File: config.mk
export PLATFORM = sky130hd
export DESIGN_NAME = keyed_crc32_checksum
export DESIGN_NICKNAME = d
export VERILOG_FILES = /design/src/kcrc_pkg.sv /design/src/kcrc_input_stage.sv /design/src/kcrc_core.sv /design/src/kcrc_output_stage.sv /design/src/keyed_crc32_checksum.sv
export VERILOG_INCLUDE_DIRS = /design/src /design/src/src
export SDC_FILE = /design/constraint.sdc
export NUM_CORES = 1
export LEC_CHECK = 0
export BUFFER_PORTS_ARGS = -buffer_cell sky130_fd_sc_hd__buf_2
export CAP_MARGIN = 15
export CORE_MARGIN = 4
export CORE_UTILIZATION = 59
export CTS_BUF_LIST = sky130_fd_sc_hd__clkbuf_4
export CTS_CLUSTER_DIAMETER = 120
export CTS_CLUSTER_SIZE = 30
export DETAILED_ROUTE_END_ITERATION = 7
export HOLD_SLACK_MARGIN = 0.08
export PLACE_DENSITY = 0.91
export REMOVE_ABC_BUFFERS = 1
export SLEW_MARGIN = 10
export SYNTH_ARGS = -nofsm -noshare
export SYNTH_HDL_FRONTEND = slang
export SYNTH_SLANG_ARGS = --single-unit
File: constraint.sdc
create_clock -name clk -period 8 [get_ports clk]
set_clock_uncertainty 0.1 [all_clocks]
set_input_delay 0.4 -clock clk [delete_from_list [all_inputs] [get_ports clk]]
set_output_delay 0.4 -clock clk [all_outputs]
set_load 0.005 [all_outputs]
File: src/keyed_crc32_checksum_defines.svh
// Assertion helpers for the keyed checksum block
`ifndef KEYED_CRC32_CHECKSUM_DEFINES_SVH
`define KEYED_CRC32_CHECKSUM_DEFINES_SVH

// Same-cycle implication, sampled on clk, off during reset
`define KCRC_ASSERT_NOW(name, ante, cons, msg) \
    name: assert property (@(posedge clk) disable iff (!rst_n) (ante) |-> (cons)) \
        else $error(msg);

// Next-cycle implication, sampled on clk, off during reset
`define KCRC_ASSERT_NEXT(name, ante, cons, msg) \
    name: assert property (@(posedge clk) disable iff (!rst_n) (ante) |=> (cons)) \
        else $error(msg);

`endif

File: src/kcrc_pkg.sv
`timescale 1ns / 1ps

package kcrc_pkg;

    localparam int KEY_LENGTH = 45;
    localparam int KEY_POS_W  = 6;
    localparam logic [31:0] CRC_POLY = 32'h04C1_1DB7;
    localparam logic [KEY_POS_W:0] KEY_LEN_V = (KEY_POS_W + 1)'(KEY_LENGTH);

    typedef logic [KEY_POS_W-1:0] key_pos_t;

    typedef struct packed {
        logic [7:0] data_byte;
        logic       first_byte;
        logic       last_byte;
    } kcrc_item_t;

    function automatic logic [7:0] key_byte(input key_pos_t idx);
        logic [7:0] k;
        unique case (idx)
            6'd0:  k = 8'h66;  6'd1:  k = 8'h30;  6'd2:  k = 8'h70;  6'd3:  k = 8'h65;
            6'd4:  k = 8'h73;  6'd5:  k = 8'h73;  6'd6:  k = 8'h64;  6'd7:  k = 8'h66;
            6'd8:  k = 8'h39;  6'd9:  k = 8'h38;  6'd10: k = 8'h34;  6'd11: k = 8'h33;
            6'd12: k = 8'h6E;  6'd13: k = 8'h26;  6'd14: k = 8'h5E;  6'd15: k = 8'h67;
            6'd16: k = 8'h39;  6'd17: k = 8'h32;  6'd18: k = 8'h33;  6'd19: k = 8'h74;
            6'd20: k = 8'h72;  6'd21: k = 8'h68;  6'd22: k = 8'h60;  6'd23: k = 8'h31;
            6'd24: k = 8'h75;  6'd25: k = 8'h39;  6'd26: k = 8'h66;  6'd27: k = 8'h39;
            6'd28: k = 8'h77;  6'd29: k = 8'h66;  6'd30: k = 8'h32;  6'd31: k = 8'h33;
            6'd32: k = 8'h38;  6'd33: k = 8'h37;  6'd34: k = 8'h68;  6'd35: k = 8'h6A;
            6'd36: k = 8'h6B;  6'd37: k = 8'h5E;  6'd38: k = 8'hA3;  6'd39: k = 8'h34;
            6'd40: k = 8'h67;  6'd41: k = 8'h62;  6'd42: k = 8'h68;  6'd43: k = 8'h6A;
            6'd44: k = 8'h69;
            default: k = 8'h00;
        endcase
        return k;
    endfunction

    // Fold out-of-range positions back to the start of the key
    function automatic key_pos_t clamp_pos(input key_pos_t pos);
        key_pos_t r;
        r = ({1'b0, pos} >= KEY_LEN_V) ? '0 : pos;
        return r;
    endfunction

    function automatic key_pos_t advance_pos(input key_pos_t pos);
        logic [KEY_POS_W:0] nxt;
        key_pos_t r;
        nxt = {1'b0, pos} + 1'b1;
        r   = (nxt >= KEY_LEN_V) ? '0 : nxt[KEY_POS_W-1:0];
        return r;
    endfunction

    // Shift eight bits, least significant first
    function automatic logic [31:0] shift_byte(input logic [31:0] crc, input logic [7:0] b);
        logic [31:0] r;
        r = crc;
        for (int i = 0; i < 8; i++)
        begin
            r = {r[30:0], 1'b0} ^ (r[31] ? CRC_POLY : 32'h0) ^ {31'h0, b[i]};
        end
        return r;
    endfunction

endpackage

File: src/kcrc_input_stage.sv
`timescale 1ns / 1ps

module kcrc_input_stage (
    input  logic               clk,
    input  logic               rst_n,
    input  logic               s_axis_tvalid,
    output logic               s_axis_tready,
    input  logic [7:0]         s_axis_tdata,  // data_byte
    input  logic               s_axis_tuser,  // first_byte
    input  logic               s_axis_tlast,  // last_byte
    output logic               item_valid,
    output kcrc_pkg::kcrc_item_t item,
    input  logic               item_take
);
    import kcrc_pkg::*;

    logic       valid_reg;
    logic       valid_next;
    kcrc_item_t item_reg;

    assign s_axis_tready = !valid_reg || item_take;
    assign valid_next    = s_axis_tready ? s_axis_tvalid : valid_reg;

    always_ff @(posedge clk or negedge rst_n)
    begin
        if (!rst_n)
        begin
            valid_reg <= 1'b0;
        end
        else
        begin
            valid_reg <= valid_next;
        end
    end

    always_ff @(posedge clk)
    begin
        if (s_axis_tvalid && s_axis_tready)
        begin
            item_reg <= '{data_byte: s_axis_tdata, first_byte: s_axis_tuser,
                          last_byte: s_axis_tlast};
        end
    end

    assign item_valid = valid_reg;
    assign item       = item_reg;

endmodule

File: src/kcrc_core.sv
`timescale 1ns / 1ps

module kcrc_core (
    input  logic                 clk,
    input  logic                 rst_n,
    input  logic                 item_valid,
    input  kcrc_pkg::kcrc_item_t item,
    output logic                 item_take,
    input  logic                 result_ready,
    output logic                 result_load,
    output logic [31:0]          result_crc,
    output kcrc_pkg::key_pos_t   key_pos
);
    import kcrc_pkg::*;

    logic [31:0] crc_reg;
    logic [31:0] crc_next;
    key_pos_t    key_pos_reg;
    key_pos_t    key_pos_next;
    logic [31:0] crc_base;
    key_pos_t    pos_cur;

    // Hold a last item until the result register has room
    assign item_take   = item_valid && (!item.last_byte || result_ready);
    assign result_load = item_take && item.last_byte;

    always_comb
    begin
        crc_base     = item.first_byte ? 32'h0 : crc_reg;
        pos_cur      = clamp_pos(item.first_byte ? key_pos_t'(0) : key_pos_reg);
        crc_next     = shift_byte(crc_base, item.data_byte ^ key_byte(pos_cur));
        key_pos_next = advance_pos(pos_cur);
    end

    always_ff @(posedge clk or negedge rst_n)
    begin
        if (!rst_n)
        begin
            crc_reg     <= 32'h0;
            key_pos_reg <= '0;
        end
        else if (item_take)
        begin
            crc_reg     <= crc_next;
            key_pos_reg <= key_pos_next;
        end
    end

    assign result_crc = crc_next;
    assign key_pos    = key_pos_reg;

endmodule

File: src/kcrc_output_stage.sv
`timescale 1ns / 1ps

module kcrc_output_stage (
    input  logic        clk,
    input  logic        rst_n,
    input  logic        result_load,
    input  logic [31:0] result_crc,
    output logic        result_ready,
    output logic        m_axis_tvalid,
    input  logic        m_axis_tready,
    output logic [31:0] m_axis_tdata   // checksum
);
    logic        valid_reg;
    logic        valid_next;
    logic [31:0] data_reg;

    assign result_ready = !valid_reg || m_axis_tready;
    assign valid_next   = result_load || (valid_reg && !m_axis_tready);

    always_ff @(posedge clk or negedge rst_n)
    begin
        if (!rst_n)
        begin
            valid_reg <= 1'b0;
        end
        else
        begin
            valid_reg <= valid_next;
        end
    end

    always_ff @(posedge clk)
    begin
        if (result_load)
        begin
            data_reg <= result_crc;
        end
    end

    assign m_axis_tvalid = valid_reg;
    assign m_axis_tdata  = data_reg;

endmodule

File: src/keyed_crc32_checksum.sv
// Keyed 32-bit checksum over byte records. Each byte on the input stream is
// XORed with the next byte of a fixed 45-byte key and then shifted, LSB first,
// into a 32-bit register with polynomial 0x04C11DB7. tuser marks the first
// byte of a record (clears the register and key position), tlast the final
// byte, after which one 32-bit checksum item appears on the output stream.
// One byte is taken per cycle while the input is not stalled; an item passes
// an input register, and the checksum of a last byte goes from the core's
// combinational result into the output register when that byte is taken. The
// input stalls only when a last byte finds the output register still full.
`timescale 1ns / 1ps

`include "keyed_crc32_checksum_defines.svh"

module keyed_crc32_checksum (
    input  logic        clk,
    input  logic        rst_n,
    input  logic        s_axis_tvalid,
    output logic        s_axis_tready,
    input  logic [7:0]  s_axis_tdata,   // [7:0] data_byte
    input  logic        s_axis_tuser,   // [0] first_byte
    input  logic        s_axis_tlast,   // last_byte
    output logic        m_axis_tvalid,
    input  logic        m_axis_tready,
    output logic [31:0] m_axis_tdata    // [31:0] checksum
);
    import kcrc_pkg::*;

    logic        item_valid;
    kcrc_item_t  item;
    logic        item_take;
    logic        result_ready;
    logic        result_load;
    logic [31:0] result_crc;
    key_pos_t    key_pos;

    kcrc_input_stage u_input (
        .clk           (clk),
        .rst_n         (rst_n),
        .s_axis_tvalid (s_axis_tvalid),
        .s_axis_tready (s_axis_tready),
        .s_axis_tdata  (s_axis_tdata),
        .s_axis_tuser  (s_axis_tuser),
        .s_axis_tlast  (s_axis_tlast),
        .item_valid    (item_valid),
        .item          (item),
        .item_take     (item_take)
    );

    kcrc_core u_core (
        .clk          (clk),
        .rst_n        (rst_n),
        .item_valid   (item_valid),
        .item         (item),
        .item_take    (item_take),
        .result_ready (result_ready),
        .result_load  (result_load),
        .result_crc   (result_crc),
        .key_pos      (key_pos)
    );

    kcrc_output_stage u_output (
        .clk           (clk),
        .rst_n         (rst_n),
        .result_load   (result_load),
        .result_crc    (result_crc),
        .result_ready  (result_ready),
        .m_axis_tvalid (m_axis_tvalid),
        .m_axis_tready (m_axis_tready),
        .m_axis_tdata  (m_axis_tdata)
    );

    `KCRC_ASSERT_NEXT(a_last_gives_result, result_load, m_axis_tvalid,
                      "last item gave no checksum")
    `KCRC_ASSERT_NOW(a_stall_needs_item, !s_axis_tready, item_valid,
                     "input stalled while empty")
    `KCRC_ASSERT_NEXT(a_first_restarts_key, item_take && item.first_byte,
                      key_pos == advance_pos(key_pos_t'(0)), "key position not restarted")

endmodule
After elaboration in Yosys (flattened, before gate mapping). Memories as Yosys holds them, arrays and structs flattened. Cells that the tools add are included. W data, S select, Z words.

Memory bits (writable): 0. Bits in registers: 82. Bits in latches: 0. Output and inout port bits: 34. Bits of input ports: 14. ROM bits: 512. Memories kept: 1. Logic and storage cells: 53.

Div/mod/pow operators: 0. Add/sub/neg operators: 1. Bitwise operators: 17. Equality and inequality tests: 0. Multiply operators: 0. Mux-type cells: 12. Magnitude comparators: 2. Shifts and indexed selects: 0. Reductions and logical operators: 12.

Memory list: (no name shown) (words 64, bits a word 8, rd ports 1, clocked after Yosys merged registers in 0, write ports 0, RTL line kcrc_pkg.sv:20) `unique case (idx)`.

Operators with widths (count): $xor A32 B1 Y32 (8); $xor A32 B32 Y32 (8); $mux W27 (8); $mux W32 (1); $mux W6 (3); $xor A8 B8 Y8 (1); $add A6 B1 Y7 const B (1); $ge A7 B6 Y1 const B (1); $ge A6 B6 Y1 const B (1); $logic_and A1 B1 Y1 (4); $logic_not A1 Y1 (4); $logic_or A1 B1 Y1 (4).

Logic depth before layout (Yosys ltp). Gate-level depths: netlist of run 1. An unclocked memory read counts as a cell.

Word-level depth: 27. Mapped depth: 13. Gate-level depth less buffers: 11.

Modules after synthesis. From an unflattened synthesis of run 1, not the netlist that was laid out.

Cells, all modules: 454. Area, all modules: 4723.3 um^2.

By module, submodules not included: kcrc_core (cells an instance 405, area an instance 3360.7 um^2, seq. area each 950.9 um^2, instances 1); kcrc_output_stage (cells an instance 35, area an instance 1008.5 um^2, seq. area each 985.9 um^2, instances 1); kcrc_input_stage (cells an instance 14, area an instance 354.1 um^2, seq. area each 325.3 um^2, instances 1).

Worst setup path after synthesis of run 1. No wires, ideal clock.

Path type: reg-to-reg. Start: register u_core.key_pos_reg[4], in the netlist u_core.key_pos[4]. End: register u_core.crc_reg[6]. Library setup time: 125 ps. Path buffers: 2. Arrival time: 2667 ps. Data required time: 7775 ps. Clock period less this slack: 2892 ps. Slack: 5108 ps. Cell stages (with the launch flop): 14. Cell sequence: dfrtp_1 buf_2 and2_4 buf_6 or3_1 inv_1 ha_1 inv_1 ha_1 a32oi_1 a22o_1 a41oi_1 xnor2_1 mux2_2.

Cells in the longest elaborated chain, start to end: 18.

Ends and longest elaborated chain: start, declared (RTL line kcrc_core.sv:18) `key_pos_t key_pos_reg;`; start signal, assigned (RTL line kcrc_core.sv:45) `key_pos_reg <= key_pos_next;`; $mux W6 (*) (RTL line kcrc_core.sv:30) `pos_cur = clamp_pos(item.first_byte ? key_pos_t'(0) : key_pos_reg);`; $ge A6 B6 Y1 (RTL line kcrc_pkg.sv:41) `r = ({1'b0, pos} >= KEY_LEN_V) ? '0 : pos;`; $mux W6 (*) (RTL line kcrc_pkg.sv:41); $mem_v2 Z64 W8 (*); $xor A8 B8 Y8 (*) (RTL line kcrc_core.sv:31) `crc_next = shift_byte(crc_base, item.data_byte ^ key_byte(pos_cur));`; $xor A32 B1 Y32 (*) (RTL line kcrc_pkg.sv:59) `r = {r[30:0], 1'b0} ^ (r[31] ? CRC_POLY : 32'h0) ^ {31'h0, b[i]};`; $xor A32 B32 Y32 (*) (RTL line kcrc_pkg.sv:59); $xor A32 B1 Y32 (*) (RTL line kcrc_pkg.sv:59); [... 3 more ...]; $xor A32 B1 Y32 (*) (RTL line kcrc_pkg.sv:59); $xor A32 B32 Y32 (*) (RTL line kcrc_pkg.sv:59); $xor A32 B1 Y32 (*) (RTL line kcrc_pkg.sv:59); $xor A32 B32 Y32 (*) (RTL line kcrc_pkg.sv:59); $xor A32 B1 Y32 (*) (RTL line kcrc_pkg.sv:59); $xor A32 B32 Y32 (*) (RTL line kcrc_pkg.sv:59); $xor A32 B1 Y32 (*) (RTL line kcrc_pkg.sv:59); net result_crc[6] (RTL line keyed_crc32_checksum.sv:33) `logic [31:0] result_crc;`; end signal, assigned (RTL line kcrc_core.sv:44) `crc_reg <= crc_next;`; end, declared (RTL line kcrc_core.sv:16) `logic [31:0] crc_reg;`.

The timed path passes the listed nets; every way through them passes the cells marked *. A chain may end at the register's enable or synchronous reset.

Worst setup path after layout of run 1.
Start: register u_input.item_reg, in the netlist u_input.item[1]. End: register u_core.crc_reg[6].

Cells in the longest elaborated chain, start to end: 19. Elaborated cells on any way between the ends: 28. Classes of those cells: order compare (1); mux (9); bitwise (17); memory (1).

Ends and longest elaborated chain: start, declared (RTL line kcrc_input_stage.sv:19) `kcrc_item_t item_reg;`; start signal, assigned (RTL line kcrc_input_stage.sv:40) `item_reg <= '{data_byte: s_axis_tdata, first_byte: s_axis_tuser,`; parallel branches: the longest is 5 deep, another holds $mem_v2 Z64 W8; $xor A32 B1 Y32 (*) (RTL line kcrc_pkg.sv:59); $xor A32 B32 Y32 (*) (RTL line kcrc_pkg.sv:59); $xor A32 B1 Y32 (*) (RTL line kcrc_pkg.sv:59); $xor A32 B32 Y32 (*) (RTL line kcrc_pkg.sv:59); $xor A32 B1 Y32 (*) (RTL line kcrc_pkg.sv:59); $xor A32 B32 Y32 (*) (RTL line kcrc_pkg.sv:59); $xor A32 B1 Y32 (*) (RTL line kcrc_pkg.sv:59); $xor A32 B32 Y32 (*) (RTL line kcrc_pkg.sv:59); $xor A32 B1 Y32 (*) (RTL line kcrc_pkg.sv:59); $mux W27 (RTL line kcrc_pkg.sv:59); $xor A32 B32 Y32 (*) (RTL line kcrc_pkg.sv:59); $xor A32 B1 Y32 (*) (RTL line kcrc_pkg.sv:59); $xor A32 B32 Y32 (*) (RTL line kcrc_pkg.sv:59); $xor A32 B1 Y32 (*) (RTL line kcrc_pkg.sv:59); net result_crc[6] (RTL line keyed_crc32_checksum.sv:33).

Mark *: on every way through the listed nets, which the timed path passes.

==> qor.yml, run 1 <==
floorplan:
  dieArea_um2: 9630
  core_um2: 7810
  boundaryPins: 48
  dieHeight_um: 98.1
  die_x_um: 98.1
  start_util: 0.614
  rows: 32
timing:
  period_needed_ps: 3470
  timing.final.crit_share: 0.434
  layout_setup_ws_ps: 4530
  slew_headroom: 0.375
  slew_violations: 0
  fin_tns_setup_ps: 0
  fmax_ghz: 0.288
  worst_pin_slew_ps: 937
  whs_ps: 198
  rsz0062_at_grt: "false"
  setup_viol: 0
  finalHoldViolCount: 0
clock_tree:
  htree_levels: 3
  cts_tree: "done"
  cts_buffer_depth: 2
  clkLatencyLatePin_ps: 430
  cts_buffers: 9
  cts_resized: 0
  clkSlewWorstSetupHoldPaths_ps: 140
  cts_sinks: 82
  root_buffer: "clkbuf_4"
global_route:
  met3_usage: 0.0507
  use_met1: 0.356
  overflow: 0
  grt_pass1_wl_mm: 19.7
  antenna_found_initial: 0
  grt_use_met2: 0.426
  grt_start_max_net_pins: 48
  grt-busiest-layer: "met2"
  track_usage: 0.258
  grt_pass1_vias: 3653
routing:
  drc: 0
  wl_per_cell_um: 19.2
  ant_nets: 0
  wl_mm: 12.0
  vias: 3780
  drt_first_pass_iters: 5
  dr.first_iter.drc_count: 328
  vias_per_cell: 6.07
synth:
  synth_top_area_frac: 0.263
  synth_edf_count: 42
  synth_top_flop_cell: "edfxtp_1"
  async_reset_ff_frac: 0.488
  syn_inst: 472
  synth.top_cells.by_area: "edfxtp_1 26%, dfrtp_1 21%, xnor2_1 8.8%"
  synth-simple-area-share: 0.177
  muxShareOfSynthArea: 0.0146
  synth_compound_area_frac: 0.115
  synth_top_cell_by_area: "edfxtp_1"
  synth_xor_area_frac: 0.158
  avgSynthCellArea_um2: 10.2
  synth-seq-cells: 82
  yosys_warnings: 0
  synth_top_family_by_area: "simple AND/OR/NAND/NOR gates"
  yosysUniqueCellTypes: 72
  netlist_area_um2: 4790
  yosysSeqAreaShare: 0.472
  synth_fa_ha_area_frac: 0.0261
worst_setup_path:
  r2r_start: "u_input.item[1]"
  path_class: "register to register"
  rr_worst_depth: 12
  cp.required_ps: 8230
  ff2ff_setup_slack_ps: 4530
  cp_max_fo: 47
  setup.worst_path.start: "u_input.item[1]"
  cp-end-kind: "register"
  critPathLaunchType: "register"
  worst_r2r_endpoint: "u_core.crc_reg[6]"
  crit_arrival_ps: 3700
placed_design:
  io_buffers: 47
  gp_congestion: 1.01
  placedCellCount: 595
  dp_hpwl_mm: 8.14
  preCtsSetupSlack_ps: 4640
power_and_ir_drop:
  combPwrFrac: 0.498
  power_frac_seq: 0.362
  p_sw_mw: 0.800
  irDropWorstVdd_mv: 0.193
  p_sw_frac: 0.394
  leakage_nw: 2.22
  clkPwrFrac: 0.140
  p_int_mw: 1.23
  pwr_density_cell_nw_per_um2: 382
min_path:
  hold_class: "input port to register"
  whs_endpoint: "u_input.item_valid"
  hold_start: "m_axis_tready"
  hold_depth: 4
finish:
  fin_cells: 623
  drive_gt1_frac: 0.165
  antenna_cells: 0
  area_delta_synth_final_pct: 11.1
  final_net_count: 540
job:
  max-cap-violations: 0
run_status:
  status: "finished, final reports clean"
[through the flow]
step,area [um2],util,total power [mW]
2_1_floorplan,4640,-,1.49
5_1_grt,5330,0.682,2.18
6_report,5330,0.682,2.03
3_3_place_gp,5040,0.645,1.69
3_5_place_dp,5040,0.645,1.73
4_1_cts,5330,0.682,2.03
[metal layers]
layer  share of wire  wire length, um
met4           0.019              227
met3           0.080              957
met1            0.41             4910
met5               0                0
met2            0.49             5860
[synthesized netlist by cell type (3+ instances only)]
cell and number:
xnor2_2 3, nor2_1 40, nor3_1 4, a31oi_1 6
xnor2_1 48, buf_2 11, dfrtp_1 40, nand3_1 6
clkbuf_1 13, edfxtp_1 42, nand2_1 94, nor2b_1 6
or4_1 4, a211oi_1 5, xor2_1 19, nand2b_1 6
o211ai_1 4, nor4_1 3, o22ai_1 3, inv_1 8
a21oi_1 7, mux2_2 4, o21ai_0 15, ha_1 10
nand4_1 5, o31ai_1 6
[final cells by class]
class                           instances  area (um2)
Fill cell                             552        2480
Clock buffer                            9        67.6
Tap cell                              102         128
Multi-Input combinational cell        351        2350
Sequential cell                        82        2260
Timing Repair Buffer                   63         385
Inverter                                9        33.8
Clock inverter                          7         100
[logic make-up after synthesis]
family,count (synthesis)
and+or+nand+nor,184
DFF,82
AOI/OAI and AO/OA,76
xor gates and xnor gates,75
buffers and inverters,39
adders and majority gates,10
muxes,6
[worst max-delay path by stage]
stage	cells after the start	slack, ps	endpoint
2_1_floorplan	9	4670	u_core.crc_reg[6]
3_3_place_gp	12	4630	u_core.crc_reg[6]
3_5_place_dp	12	4640	u_core.crc_reg[6]
4_1_cts	12	4610	u_core.crc_reg[6]
5_1_grt	12	4260	u_core.crc_reg[6]
6_report	12	4530	u_core.crc_reg[6]
[power by group through the flow]
| stage | Sequential [mW] | Combinational (mW) | Clock [mW] |
|---|---|---|---|
| 2_1_floorplan | 0.720 | 0.769 | 0 |
| 3_3_place_gp | 0.733 | 0.952 | 0 |
| 3_5_place_dp | 0.742 | 0.991 | 0 |
| 4_1_cts | 0.733 | 1.01 | 0.287 |
| 5_1_grt | 0.749 | 1.12 | 0.307 |
| 6_report | 0.736 | 1.01 | 0.284 |
[cell usage in the layout (no fill, tap or decap), types with 3 or more instances in the layout]
cell type      Yosys  routed
a211oi_1           5       5
a21oi_1            7       7
a31oi_1            6       6
buf_2             11      47
buf_4              2       4
clkbuf_4           0       9
dfrtp_1           40      40
dlygate4sd3_1      0      12
edfxtp_1          42      42
ha_1              10      10
inv_1              8       8
mux2_2             4       4
nand2_1           94      94
nand2b_1           6       6
nand3_1            6       6
nand4_1            5       5
nor2_1            40      40
nor2b_1            6       6
nor3_1             4       4
nor4_1             3       3
o211ai_1           4       4
o21ai_0           15      15
o22ai_1            3       3
o31ai_1            6       6
or4_1              4       4
xnor2_1           48      48
xnor2_2            3       3
xor2_1            19      19
[repair_timing]
action,in CTS,in global routing
hold buffers,12,0
endpoints found under the hold margin,51,0
buffers inserted,0,0
[worst max-delay path, stage by stage, from the launching register on]
cell and delay, ps:
edfxtp_1 400, buf_4 300, nor2b_1 440, o21ai_0 360
inv_1 240, ha_1 280, inv_1 100, ha_1 200
a32oi_1 180, a22o_1 160, a41oi_1 150, xnor2_1 200
mux2_2 260
(Power assumes the default switching activity.)
==> run 2: changes to the inputs <==
ABC_AREA = 1   (was default)
CORE_UTILIZATION = 56   (was 59)
PLACE_DENSITY = 0.9   (was 0.91)
clock period = 2.9 ns   (was 8 ns; I/O delays follow)
==> run 2 against run 1 <==
  * Clock power rose to 2.7 times the previous value
  * Synthesized area rose by 2.0%
  * Setup slack got worse by 4300 ps
  * Combinational power grew to 2.8 times the previous value
  * Die area grew 6.8%
  * Via count increased by 8.6%
  * First-iteration DRC count up 50%
  * Routed wire length rose by 6.4%
  * Critical path depth up 3
  * Synthesized cell count grew 18%
  * Register-to-register slack worse by 4300 ps
  * Global-route usage increased by 0.23 points
  * Largest power group unchanged
  * Highest routed layer unchanged
==> qor.yml, run 2 <==
worst_setup_path:
  critPathLaunchType: "register"
  crit_arrival_ps: 2880
  worst_r2r_endpoint: "u_core.key_pos[2]"
  ff2ff_setup_slack_ps: 210
  cp.required_ps: 3100
  cp-end-kind: "register"
  cp_max_fo: 6
  rr_worst_depth: 15
  path_class: "register to register"
  r2r_start: "u_input.item[1]"
timing:
  period_needed_ps: 2690
  setup_viol: 0
  timing.final.crit_share: 0.926
  slew_headroom: 0.380
  worst_pin_slew_ps: 930
  fmax_ghz: 0.372
  slew_violations: 0
  rsz0062_at_grt: "false"
  layout_setup_ws_ps: 214
  finalHoldViolCount: 0
synth:
  synth_top_area_frac: 0.258
  synth_edf_count: 42
  netlist_area_um2: 4890
  async_reset_ff_frac: 0.488
  yosysUniqueCellTypes: 42
  synth_fa_ha_area_frac: 0.0256
  synth_top_flop_cell: "edfxtp_1"
  synth-simple-area-share: 0.240
  yosys_warnings: 0
  synth.top_cells.by_area: "edfxtp_1 26%, dfrtp_1 20%, nand2_1 12%"
  yosysSeqAreaShare: 0.463
  synth_compound_area_frac: 0.0778
  synth_top_family_by_area: "simple AND/OR/NAND/NOR gates"
  avgSynthCellArea_um2: 8.76
  muxShareOfSynthArea: 0
  syn_inst: 558
  synth_xor_area_frac: 0.129
  yosys-top-cells-count: "158 x nand2_1, 45 x inv_1, 42 x edfxtp_1"
  synth_most_common_cell: "nand2_1"
  synth-seq-cells: 82
  synth_top_cell_by_area: "edfxtp_1"
finish:
  drive_gt1_frac: 0.198
  seq_area_um2: 2260
  fillers: 635
  final_common_cell: "nand2_1"
  final_net_count: 661
  fin_cells: 748
  area_delta_synth_final_pct: 15.8
  mostFrequentLayoutCells: "156 x nand2_1, 47 x buf_2, 45 x inv_1"
  multi_input_area_um2: 2320
routing:
  vias: 4104
  drc: 0
  dr.first_iter.drc_count: 491
  ant_nets: 0
  wl_mm: 12.7
  vias_per_cell: 5.49
  wl_per_cell_um: 17.0
  drt_first_pass_iters: 7
floorplan:
  core_um2: 8340
  dieArea_um2: 10300
  dieHeight_um: 101
  start_util: 0.586
  boundaryPins: 48
  die_x_um: 101
  rows: 33
global_route:
  antenna_found_initial: 0
  grt_pass1_wl_mm: 20.5
  overflow: 0
  track_usage: 0.260
  grt_start_max_net_pins: 54
  grt_pass1_vias: 3976
power_and_ir_drop:
  p_int_mw: 3.17
  combPwrFrac: 0.516
  power_frac_seq: 0.344
  p_sw_frac: 0.426
  leakage_nw: 2.68
  report.power.total_mw: 5.53
  clkPwrFrac: 0.140
  irDropWorstVdd_mv: 0.646
  pwr_density_cell_nw_per_um2: 977
  p_sw_mw: 2.36
clock_tree:
  htree_levels: 3
  root_buffer: "clkbuf_4"
  cts_buffer_depth: 2
  clkLatencyLatePin_ps: 430
  cts_buffers: 9
  clkSlewWorstSetupHoldPaths_ps: 140
  cts_tree: "done"
  cts_sinks: 82
placed_design:
  preCtsSetupSlack_ps: 89.5
  gp_congestion: 0.960
  io_buffers: 47
  placedCellCount: 710
  dp_hpwl_mm: 8.95
min_path:
  hold_class: "input port to async pin"
job:
  max-cap-violations: 0
run_status:
  status: "finished, final reports clean"
==> run 2: cell count changes in the layout (fill, tap and decap cells not counted), moves of 9 or more <==
cell,change
buf_4,+21
nand3_1,+33
nor2_1,-20
xor2_1,+9
a21oi_1,+13
nand2_2,+10
o21ai_1,+9
nand2_1,+62
o21ai_0,+13
inv_1,+37
xnor2_1,-13
==> run 2: power by group through the flow <==
stage                     sequential [mW]  clock (mW)  combinational [mW]
final                                1.90       0.774                2.85
after global placement               1.90           0                2.62
after global routing                 1.93       0.834                3.16
after floorplan                      1.91           0                1.98
after detailed placement             1.92           0                2.75
after CTS                            1.90       0.784                2.81
==> run 2: layout make-up <==
cell class / instances / share of cell area
Antenna cell: 1 / 0.000442
Tap cell: 105 / 0.0232
Sequential cell: 82 / 0.400
Multi-Input combinational cell: 403 / 0.410
Timing Repair Buffer: 87 / 0.101
Clock inverter: 7 / 0.0175
Clock buffer: 9 / 0.0119
Inverter: 54 / 0.0358
==> run 2: worst max path at each step <==
| stage | slack (ps) | startpoint | end |
|---|---|---|---|
| final | 210 | u_input.item[1] | u_core.key_pos[2] |
| after global routing | 6 | u_input.item[1] | u_output.m_axis_tdata[1] |
| after CTS | 80 | u_input.item[1] | u_output.m_axis_tdata[1] |
| after detailed placement | 90 | u_input.item[1] | u_output.m_axis_tdata[1] |
| after global placement | 180 | u_input.item[1] | u_output.m_axis_tdata[1] |
| after floorplan | -190 | u_input.item[1] | u_output.m_axis_tdata[6] |
==> run 2: metal layers <==
metal  global-route usage  up-vias  wire (um)
met2                0.422      212       6030
li1                     -     1967          -
met1                0.351     1894       5470
met5                    0        -          0
met3               0.0523       31        929
met4               0.0849        0        301
==> run 2: cells by family after synthesis <==
group,after synthesis
flops,82
compound gates,69
xor+xnor,67
fa+ha+maj,10
simple gates,257
buf+inv,73
==> run 2: stage by stage <==
stage	hold slack [ps]	utilization	cell area, um2	TNS (ps)
2_1_floorplan	-251	-	4770	-1650
3_3_place_gp	223	0.633	5280	0
3_5_place_dp	224	0.633	5280	0
4_1_cts	292	0.671	5600	0
5_1_grt	291	0.679	5660	0
6_report	288	0.679	5660	0
==> run 2: critical path, stage by stage (launching register included) <==
cell and delay (ps):
edfxtp_1 430, inv_2 130, nand2_2 90, nand2_2 110, nand2_1 60, nand2_1 100
nand2_4 60, nand2_2 100, inv_1 70, buf_4 150, ha_2 220, ha_1 320
nor3_1 290, o21ai_2 160, nand2_1 90, o21ai_0 90
==> run 2: repair_timing <==
action | 4_1_cts | 5_1_grt
hold buffers | 15 | 0
gates resized for setup | 0 | 5
buffers inserted | 0 | 6
hold endpoints to repair | 52 | 0
endpoints found under the setup margin | 0 | 16
